[src/rtl/core/sfe_pkg.sv]
// Shared package for the stereo feedforward echo block.
// Holds default sizes, config register codes and the lane control struct.
// No dependencies.
`default_nettype none

package sfe_pkg;

    // Default sizes for the top-level parameters
    localparam int MAX_DELAY_DEF   = 65536;
    localparam int SAMPLE_BITS_DEF = 16;

    // Fixed register formats
    localparam int GAIN_BITS     = 16;
    localparam int GAIN_FRAC     = 14;
    localparam int DELAY_BITS    = 16;
    localparam int CFG_DATA_BITS = 16;

    // Config register index
    typedef enum logic [0:0] {
        CFG_DELAY = 1'b0,
        CFG_GAIN  = 1'b1
    } t_cfg_idx;

    // Per-stage controls shared by both channel lanes
    typedef struct packed {
        logic ld_s1;     // item transfer in: write memory, issue read
        logic ld_s2;     // stage 1 moves into stage 2
        logic zero_s1;   // zero delay: use current sample as delayed one
        logic pass_s2;   // warm-up: output equals input
    } t_lane_ctl;

endpackage

`default_nettype wire

[src/rtl/core/sfe_merge.sv]
// Output stage: joins both lane results and the last flag in one register.
// Depends on sfe_pkg for the default sample width.
`default_nettype none

module sfe_merge #(
    parameter int SAMPLE_BITS = sfe_pkg::SAMPLE_BITS_DEF
) (
    input  wire                           i_clk,
    input  wire                           i_rst_n,
    input  wire                           i_valid,
    input  wire  signed [SAMPLE_BITS-1:0] i_left,
    input  wire  signed [SAMPLE_BITS-1:0] i_right,
    input  wire                           i_last,
    output logic                          o_ready,
    input  wire                           i_out_ready,
    output logic                          o_valid,
    output logic signed [SAMPLE_BITS-1:0] o_left,
    output logic signed [SAMPLE_BITS-1:0] o_right,
    output logic                          o_last
);
    import sfe_pkg::*;

    logic                          r_valid;
    logic signed [SAMPLE_BITS-1:0] r_left;
    logic signed [SAMPLE_BITS-1:0] r_right;
    logic                          r_last;
    logic                          n_valid;
    logic                          w_load;

    // Free when empty or when the held pair transfers this cycle
    always_comb begin
        o_ready = !r_valid || i_out_ready;
        w_load  = i_valid && o_ready;
        n_valid = w_load ? 1'b1 : (i_out_ready ? 1'b0 : r_valid);
    end

    always_ff @(posedge i_clk) begin
        if (!i_rst_n) begin
            r_valid <= 1'b0;
        end else begin
            r_valid <= n_valid;
        end
    end

    always_ff @(posedge i_clk) begin
        if (w_load) begin
            r_left  <= i_left;
            r_right <= i_right;
            r_last  <= i_last;
        end
    end

    assign o_valid = r_valid;
    assign o_left  = r_left;
    assign o_right = r_right;
    assign o_last  = r_last;

endmodule

`default_nettype wire

[config.mk]
export PLATFORM = sky130hd
export DESIGN_NAME = sfe_merge
export DESIGN_NICKNAME = d
export VERILOG_FILES = /design/src/rtl/core/sfe_pkg.sv /design/src/rtl/core/sfe_merge.sv
export SDC_FILE = /design/constraint.sdc
export NUM_CORES = 1
export LEC_CHECK = 0
export BUFFER_PORTS_ARGS = -buffer_cell sky130_fd_sc_hd__buf_2
export CORE_ASPECT_RATIO = 0.9
export CORE_UTILIZATION = 45
export CTS_BUF_LIST = sky130_fd_sc_hd__clkbuf_2
export CTS_CLUSTER_SIZE = 14
export DETAILED_ROUTE_END_ITERATION = 7
export HOLD_SLACK_MARGIN = 0.1
export PLACE_DENSITY = 0.87
export SLEW_MARGIN = 40
export SYNTH_ARGS = -nofsm -noshare
export SYNTH_HDL_FRONTEND = slang
export SYNTH_SLANG_ARGS = --single-unit
[constraint.sdc]
create_clock -name i_clk -period 2.4 [get_ports i_clk]
set_input_delay 0.6 -clock i_clk [delete_from_list [all_inputs] [get_ports i_clk]]
set_output_delay 0.6 -clock i_clk [all_outputs]
set_load 0.005 [all_outputs]
---- Word-level counts from Yosys, hierarchy flattened ----
Index checks and enable logic that the tools add are counted.
storage, ports and cells
  logic and storage cells ................. 10
  bits in latches ......................... 0
  memories kept ........................... 0
  bits of input ports ..................... 37
  bits in read-only memories .............. 0
  flip-flop bits (word level) ............. 34
  memory bits (writable) .................. 0
cells by class
  $add $sub $neg .......................... 0
  bitwise operators ....................... 0
  reduce and logical (&&, ||, !) cells .... 4
  multiplexer cells ....................... 2
  $mul .................................... 0
  div/mod/pow operators ................... 0
  shifts and indexed selects .............. 0
  equality and inequality tests ........... 0
  order comparisons ....................... 0
operators by type and width
  kind                count
  2-to-1 mux 1 bit    2
  nonzero test 2 bit  1
  logical AND 1 bit   1
  logical NOT 1 bit   1
  logical OR 1 bit    1

---- Logic depth before layout (Yosys ltp) ----
  word-level depth ........................ 4
  depth in mapped cells ................... 2
  gate-level depth less buffers ........... 2

---- Least setup slack after synthesis ----
Ideal clock, no wire load.
  path type ............................... input to register
  start ................................... input i_out_ready
  end ..................................... register r_last (netlist: o_last), enable pin
  buffers on the path ..................... 0
  path slack .............................. 0.994 ns
  cell stages on the path ................. 2
  arrival ................................. 1.065 ns
  required time ........................... 2.059 ns
  setup time .............................. 0.341 ns
  cell sequence ........................... nand2b_4 -> and2_4
on the way
  word-level cells in the longest chain between the ends .. 2
RTL lines
  what                  line             source
  from (decl)           sfe_merge.sv:15  input wire i_out_ready,
  logical OR 1 bit      sfe_merge.sv:32  o_ready = !r_valid || i_out_ready;
  logical AND 1 bit     sfe_merge.sv:33  w_load = i_valid && o_ready;
  to (signal assigned)  sfe_merge.sv:49  r_last <= i_last;
  to (decl)             sfe_merge.sv:26  logic r_last;
Every way passes these cells.
A chain may end at the register's enable or synchronous reset.

---- Worst setup path in the final report ----
  start ................................... input i_out_ready
  end ..................................... output o_ready
on the way
  word-level cells in the longest chain between the ends .. 1
RTL lines
  what              line             source
  logical OR 1 bit  sfe_merge.sv:32
  to (decl)         sfe_merge.sv:14  output logic o_ready,
Every way passes these cells.

==> summary.txt <==
Run status
  – Status: complete, no violations

Setup path
  – Slowest stage delay, CP: 140 ps
  – Setup crit end kind: primary output
  – Crit path DAT: 960 ps
  – Crit Path Class: input pin to primary output
  – Worst-path cell chain: buf_2 > nand2b_4 > buf_2
  – Crit-path max FO: 3
  – Most Frequent Cell on Critical Path: buf_2
  – Reg2Reg Setup Slack: 1220 ps
  – CP required: 1800 ps
  – Critical path's slowest cell: nand2b_4
  – Worst Setup Start Kind: input pin

Cells and area
  – Layout cell share with drive strength beyond 1: 69.2%
  – Post-Layout Cell Count: 144
  – Antenna fix cells: 0
  – Nets: 153
  – Most used cells in the layout excluding fill and tap cells: 71 x buf_2, 33 x edfxtp_1, 6 x clkbuf_2
  – P&R area growth vs syn: 40.8%
  – Most common cell after layout, fill and taps aside: buf_2

GRT
  – Global-route wire length before repair: 2290 um
  – Largest net degree at the start of global routing: 34
  – GRT Residual Overflow: 0
  – Vias in the first global route: 565
  – Global Route Usage Sum: 14.7%
  – Initial antenna violation count: 0

CTS
  – Reg clk slew, reported paths: 150 ps
  – Insertion delay to the later sink of the worst-skew pair: 350 ps
  – CTS tree: yes
  – CTS buffer count: 5
  – Cts hold-fix bufs: 0
  – Post-CTS Setup Bufs: 0
  – H-tree depth: 2
  – Post-cts resize count: 0
  – Deepest clock path buffer count: 2
  – Clk sink count: 34
  – CTS root buf: clkbuf_2

Synthesis
  – Sequential-to-total area share from yosys stat: 96.4%
  – Syn_nets: 75
  – Syn Area/Cell: 27.6 sq um
  – Mapped Area: 1050 sq um
  – #FFs+latches synth: 34
  – Syn. warnings: 0
  – Distinct cell type count after synthesis: 6
  – Synth Instances: 38

Floorplan
  – Top-Level Pins: 72
  – Chip width: 52.9 um
  – Die area: 2530 sq um
  – # rows: 16
  – Core Area: 2180 sq um
  – Die height: 47.8 um
  – Starting Density: 48.1%

STA
  – Clock Skew: 2.91 ps
  – Max Fclk: 642 MHz
  – Final hold viol count: 0
  – Minimum clock period: 1560 ps
  – Worst Tran Pin Value: 407 ps
  – Slew headroom: 72.8%
  – Fin crit share: 64.9%
  – Unrepaired setup endpoints after global routing: false
  – Fin. max-slew vios: 0
  – Count of final setup violators: 0
  – Setup TNS: 0 ps

Drt
  – Post-Route WL: 1690 um
  – Wire per inst: 11.8 um
  – Initial DRC Count: 23
  – Routed Antenna Nets: 0
  – WL met2: 831 um
  – Top Metal Used: met4
  – Vias per inst: 4.45
  – Met3 WL post-DR: 236 um
  – Drt first pass iters: 4
  – Vias: 641
  – DRT met1 WL: 578 um
  – Residual DRC: 0

Job
  – Max_cap viols: 0

Min path
  – Worst min-delay path category: input pin to register

Place
  – Placed cell count: 136
  – Placer Congestion: 0.677
  – Input/output buffers: 71

Power
  – Power Density: 691 nW/um^2
  – Leakage: 0.000658 uW
  – Pwr Total: 1020 uW
  – Peak VDD IR: 0.495 mV
==> cells by family after synthesis <==
| family | synth area share [%] |
|---|---|
| compound gates | 1.07 |
| buf+inv | 0.358 |
| flops | 96.4 |
| simple gates | 2.15 |
==> Yosys cell counts <==
master	n	area [sq um]
edfxtp_1	33	991
a21boi_2	1	11.3
nand2b_4	1	13.8
and2_4	1	8.76
dfxtp_1	1	20.0
inv_1	1	3.75
==> cell type report <==
type	instances	area, sq um
Timing Repair Buffer	71	355
Fill cell	155	706
Inverter	1	3.75
Sequential cell	34	1010
Multi-Input combinational cell	3	33.8
Clock buffer	6	30.0
Tap cell	27	33.8
Clock inverter	2	8.76
==> metal layers <==
layer | track usage (%) | vias to the layer above
li1 | - | 302
met1 | 14.6 | 283
met3 | 8.89 | 8
met4 | 12.6 | 0
met2 | 22.3 | 48
met5 | 0 | -
==> worst paths after layout <==
kind / startpoint / to / cells after the start
min reg2reg: o_valid / o_valid / 2
max reg2reg: o_valid / o_last / 2
min: i_left[5] / o_left[5] / 1
max: i_out_ready / o_ready / 3
==> worst max-delay path: cells and delay by family <==
family	cells	cell delay (ps)
buffers and inverters	2	230
and+or+nand+nor	1	140
==> where the power goes <==
group	internal, uW	switching, uW	total (uW)
clock network	71.6	167	239
registers	691	8.42	700
logic	44.8	37.3	82.0
==> registers in the layout, summed over array words and instances, names as in the netlist <==
| name | cells |
|---|---|
| o_last | 1 |
| o_left | 16 |
| o_right | 16 |
| o_valid | 1 |
==> metrics by stage <==
step,setup slack [ps],instance area (sq um),hold slack (ps),util [%]
after global routing,799,1480,368,67.7
after floorplan,994,1050,506,-
final,842,1480,406,67.7
after detailed placement,834,1440,489,65.9
after global placement,840,1440,487,65.9
after CTS,832,1480,381,67.7
(Power assumes the default switching activity.)
